===== src/rtl/fblf_pkg.sv =====
// ----------------------------------------------------------------------------
// fblf_pkg
// types and constants shared by the frame store span fill block
// ----------------------------------------------------------------------------
`timescale 1ns / 1ps

package fblf_pkg;

	localparam int TYPE_W  = 3;
	localparam int X_W     = 10;
	localparam int Y_W     = 9;
	localparam int PIX_W   = 32;
	localparam int FW_W    = 11;
	localparam int FH_W    = 10;
	localparam int CFG_W   = 11;
	localparam int CIDX_W  = 1;
	// y*w+x never reaches 2^21 with these field widths
	localparam int LIN_W   = 21;

	localparam logic [FW_W-1:0] FW_RESET = 11'd1024;
	localparam logic [FH_W-1:0] FH_RESET = 10'd512;

	localparam logic [CIDX_W-1:0] CFG_FRAME_WIDTH  = 1'd0;
	localparam logic [CIDX_W-1:0] CFG_FRAME_HEIGHT = 1'd1;

	localparam logic [TYPE_W-1:0] REQ_WRITE = 3'd0;
	localparam logic [TYPE_W-1:0] REQ_READ  = 3'd1;
	localparam logic [TYPE_W-1:0] REQ_HFILL = 3'd2;
	localparam logic [TYPE_W-1:0] REQ_VFILL = 3'd3;
	localparam logic [TYPE_W-1:0] REQ_HXOR  = 3'd4;

	typedef struct packed {
		logic [TYPE_W-1:0] req_type;
		logic [X_W-1:0]    x_first;
		logic [X_W-1:0]    x_last;
		logic [Y_W-1:0]    y_first;
		logic [Y_W-1:0]    y_last;
		logic [PIX_W-1:0]  color;
	} req_t;

	typedef struct packed {
		logic [PIX_W-1:0] read_pixel;
		logic             status;
	} rsp_t;

	// controller to datapath
	typedef struct packed {
		logic load;
		logic calc;
		logic mem_we;
		logic mem_re;
		logic xor_wr;
		logic cap_rd;
		logic step;
		logic clr;
	} cmd_t;

	// datapath to controller
	typedef struct packed {
		logic bad;
		logic is_read;
		logic is_xor;
		logic last;
		logic clr_last;
	} sts_t;

endpackage


===== src/rtl/fblf_ctrl.sv =====
// ----------------------------------------------------------------------------
// fblf_ctrl
// request sequencer: clear sweep, address setup, span walk, result beat
// ----------------------------------------------------------------------------
`timescale 1ns / 1ps

module fblf_ctrl (
	input  logic          clk,
	input  logic          arst_n,
	input  logic          start,
	output logic          busy,
	output logic          done,
	output fblf_pkg::cmd_t cmd,
	input  fblf_pkg::sts_t sts
);

	localparam logic [3:0] ST_CLEAR = 4'd0;
	localparam logic [3:0] ST_IDLE  = 4'd1;
	localparam logic [3:0] ST_ADDR  = 4'd2;
	localparam logic [3:0] ST_WR    = 4'd3;
	localparam logic [3:0] ST_RD    = 4'd4;
	localparam logic [3:0] ST_RDW   = 4'd5;
	localparam logic [3:0] ST_XRD   = 4'd6;
	localparam logic [3:0] ST_XWR   = 4'd7;
	localparam logic [3:0] ST_RESP  = 4'd8;

	logic [3:0] state_q;
	logic [3:0] state_nxt;

	always_ff @(posedge clk or negedge arst_n) begin
		if (!arst_n) begin
			state_q <= ST_CLEAR;
		end else begin
			state_q <= state_nxt;
		end
	end

	assign busy = (state_q != ST_IDLE);
	assign done = (state_q == ST_RESP);

	always_comb begin
		cmd       = '0;
		state_nxt = state_q;
		case (state_q)
			ST_CLEAR: begin
				cmd.clr = 1'b1;
				if (sts.clr_last) state_nxt = ST_IDLE;
			end
			ST_IDLE: begin
				if (start) begin
					cmd.load  = 1'b1;
					state_nxt = ST_ADDR;
				end
			end
			ST_ADDR: begin
				cmd.calc = 1'b1;
				if (sts.bad) state_nxt = ST_RESP;
				else if (sts.is_read) state_nxt = ST_RD;
				else if (sts.is_xor) state_nxt = ST_XRD;
				else state_nxt = ST_WR;
			end
			ST_WR: begin
				cmd.mem_we = 1'b1;
				cmd.step   = 1'b1;
				if (sts.last) state_nxt = ST_RESP;
			end
			ST_RD: begin
				cmd.mem_re = 1'b1;
				state_nxt  = ST_RDW;
			end
			ST_RDW: begin
				cmd.cap_rd = 1'b1;
				state_nxt  = ST_RESP;
			end
			ST_XRD: begin
				cmd.mem_re = 1'b1;
				state_nxt  = ST_XWR;
			end
			ST_XWR: begin
				cmd.xor_wr = 1'b1;
				cmd.step   = 1'b1;
				state_nxt  = sts.last ? ST_RESP : ST_XRD;
			end
			ST_RESP: begin
				state_nxt = ST_IDLE;
			end
			default: begin
				state_nxt = ST_IDLE;
			end
		endcase
	end

endmodule


===== config.mk =====
export PLATFORM = sky130hd
export DESIGN_NAME = fblf_ctrl
export DESIGN_NICKNAME = d
export VERILOG_FILES = /design/src/rtl/fblf_pkg.sv /design/src/rtl/fblf_ctrl.sv
export SDC_FILE = /design/constraint.sdc
export NUM_CORES = 1
export LEC_CHECK = 0
export BUFFER_PORTS_ARGS = -buffer_cell sky130_fd_sc_hd__clkbuf_2
export CORE_AREA = 2 2 39 41
export CTS_CLUSTER_SIZE = 24
export DETAILED_ROUTE_END_ITERATION = 8
export DIE_AREA = 0 0 41 43
export PLACE_DENSITY_LB_ADDON = 0.25
export SETUP_SLACK_MARGIN = 0.4
export SLEW_MARGIN = 20
export SYNTH_ARGS = -nofsm -noshare
export SYNTH_HDL_FRONTEND = slang
export SYNTH_SLANG_ARGS = --single-unit
export TNS_END_PERCENT = 1

===== constraint.sdc =====
create_clock -name clk -period 1.8 [get_ports clk]
set_clock_uncertainty 0.05 [all_clocks]
set_input_delay 0.09 -clock clk [delete_from_list [all_inputs] [get_ports clk]]
set_output_delay 0.09 -clock clk [all_outputs]
set_load 0.01 [all_outputs]

==> summary.md <==
| Metric | Value |
|---|---|
| Largest net degree at the start of global routing | `13` |
| Syn-to-layout area delta | `56.52%` |
| Num CTS Buffers | `3` |
| Placed cell count | `77` |
| Biggest regs | `state_q (4)` |
| DP Area | `~470 sq um` |
| Largest fanout on the critical path | `10` |
| Crit. End Element | `register` |
| Global route overflow | `0` |
| Uppermost layer routed | `met4` |
| Pre-Repair DR Iteration Count | `4` |
| Wire length on met3 | `50 microns` |
| GRT Overall Usage | `0.1229` |
| Routed WL per cell | `~11 microns` |
| Hold Path Depth | `2` |
| RSZ-0062 raised after global routing | `true` |
| DR iter-0 viols | `4` |
| Initial Util | `0.2495` |
| List of most frequent post-synthesis cells | `nor2_1, dfrtp_1, nand2_1` |
| RePlAce Congestion | `a little over 0.8` |
| Mean Syn Cell Area | `8.031 sq um` |
| PD cells | `1476 nW/um^2` |
| Min Tclk post-route | `roughly 1.5 ns` |
| Mapped Cells | `43` |
| Worst hold slack | `0.06685 ns` |
| Max reg flops | `4` |
| First-pass GRT wire length | `between 1000 and 1500 microns` |
| Area leader, netlist | `dfrtp_1` |
| Top FF cell, synth | `dfrtp_1` |
| Kind of critical path | `reg2reg` |
| Final WL | `939 microns` |
| Antenna cells | `0` |
| Synth cell types | `25` |
| Total number of yosys warnings | `0` |
| Die area | `roughly 1800 sq um` |
| Hold Vio Cnt, Final | `0` |
| Slew HR | `0.7997` |
| Setup TNS | `0 ns` |
| Core area | `1384 sq um` |
| # DRC | `0` |
| CTS H-tree depth | `1` |
| Cell leakage power | `0.2554 nW` |
| Via/cell ratio | `5.098` |
| Die X | `41 microns` |
| Syn_nets | `51` |
| CTS Root Cell | `clkbuf_4` |
| Worst skew pair latency | `0.24 ns` |
| Hold WC Path Type | `in2reg` |
| Antenna-violating nets left | `0` |
| Reg-to-reg endpoint | `state_q[0]` |
| Status | `finished, final reports clean` |
| R2R depth | `4` |
| Fraction of layout cells with a size suffix above 1 | `0.4848` |
| Fill cell count | `147` |
| Flops & latches, synth | `4` |
| Met1 WL | `462 microns` |
| Buffers on Ports | `17` |
| VDD IR max | `0.0004025 V` |
| Routed vias | `around 420` |
| Fraction of registers with async set or reset after synthesis | `1.000` |
| Min-delay src | `sts[4]` |
| Pre-CTS setup slack | `~0.20 ns` |
| Worst EP arrival | `between 1.5 and 2 ns` |
| Reg with most FFs | `state_q` |
| Element type at the critical path start | `register` |
| Antenna violations before repair | `0` |
| Final Cycle Share | `0.8595` |
| Reg clk slew, reported paths | `0.04 ns` |
| Ports | `18` |
| Die H | `43 microns` |
| Max_cap viols | `0` |
| Post-Layout Cell Count | `82` |
| Post-DP HPWL | `702.7 microns` |
| Least-Margin Pin Slew | `between 0.3 and 0.4 ns` |
| Final Max Tran Viols | `0` |
| Metal2 WL | `407 microns` |
| RR Startpoint | `state_q[0]` |
| Vias in the first global route | `342` |
| Clock Sinks | `4` |
| Top post-synthesis cells by area | `dfrtp_1, nor4bb_1, nor2_1, nor4_1, nand2_1` |
| Clk buf depth | `2` |
| Seq/Total Area, Yosys | `0.2899` |
| Worst Path Required | `roughly 1.9 ns` |
| Min-Delay Endpoint | `state_q[2]` |
| Post-synth EDFFs | `0` |
| Final setup vio count | `0` |
| CTS tree | `yes` |
| Synth Cell Area | `345.3 sq um` |
| Final Cell Area | `540.5 sq um` |
| Final net count | `76` |
| R2R setup slack | `0.25 ns` |
| FP Rows | `14` |
| Max Clock Freq | `0.6464 GHz` |
| Count leader, synth | `nor2_1` |
| Share of the synthesized area in the top cell type | `0.2899` |
| Fin worst setup slack | `0.2529 ns` |
-- cells by family (layout without fill, tap and decap cells) --
family,Yosys count,after routing,synth area share
DFF,4,4,0.2899
buffers and inverters,5,28,0.05797
AOI/OAI and AO/OA,7,7,0.1703
and+or+nand+nor,27,27,0.4819
-- critical path, cell delays in order (launching register included) --
cell,delay (ns)
dfrtp_1,0.41
buf_4,0.18
nor4bb_1,0.13
or3_1,0.37
o31a_1,0.29
-- per-layer routing --
layer	GRT usage	vias up
met3	0.005236	2
met5	0	-
li1	-	206
met2	0.1625	13
met1	0.1851	197
met4	0.08000	0
-- worst max-delay path by stage --
stage               startpoint         end  slack, ns  depth (start not counted)
floorplan           state_q[0]  state_q[1]       0.29                          3
global placement    state_q[0]  state_q[1]       0.21                          3
detailed placement  state_q[0]  state_q[1]       0.20                          3
CTS                 state_q[0]  state_q[1]       0.22                          3
global route        state_q[0]  state_q[0]       0.19                          4
finish              state_q[0]  state_q[0]       0.25                          4
-- power breakdown --
| part | total (mW) | leakage (nW) | internal, mW | switching, mW |
|---|---|---|---|---|
| clock | 0.116 | 0.0138 | 0.0749 | 0.0414 |
| combinational | 0.525 | 0.191 | 0.260 | 0.264 |
| sequential | 0.157 | 0.0508 | 0.124 | 0.0325 |
| total | 0.798 | 0.255 | 0.459 | 0.338 |
-- per-stage QoR --
stage	total power, mW	util
detailed placement	0.6239	0.3427
global route	0.8624	0.3906
global placement	0.6282	0.3427
floorplan	0.4630	-
finish	0.7977	0.3906
CTS	0.7645	0.3716
-- layout by cell type (no fill, tap or decap), drive strengths merged, types with 2 or more instances in the layout --
| master | n |
|---|---|
| clkbuf | 20 |
| nor2 | 5 |
| buf | 5 |
| nand2 | 4 |
| dfrtp | 4 |
| nor4 | 3 |
| nand2b | 2 |
| inv | 2 |
| nor3b | 2 |
| nor4bb | 2 |
| or3 | 2 |
-- area by class of cell --
cell class                 count  area, sq um  share of cell area
timing repair buffer          23        132.6              0.2454
clock buffer                   3        22.52             0.04167
multi-input combinational     34        256.5              0.4745
tap                           16        20.02             0.03704
sequential                     4        101.3              0.1875
inverter                       2        7.507             0.01389
-- what timing repair did --
action / CTS / global route
setup endpoints to repair: 11 / 13
endpoints found under the hold margin: 4 / 0
pin swaps: 1 / 1
resized for setup: 0 / 5
hold buffers: 1 / 0
cloned: 0 / 0
setup buffers: 1 / 0
Note: power is estimated with default switching activity, not from simulation.
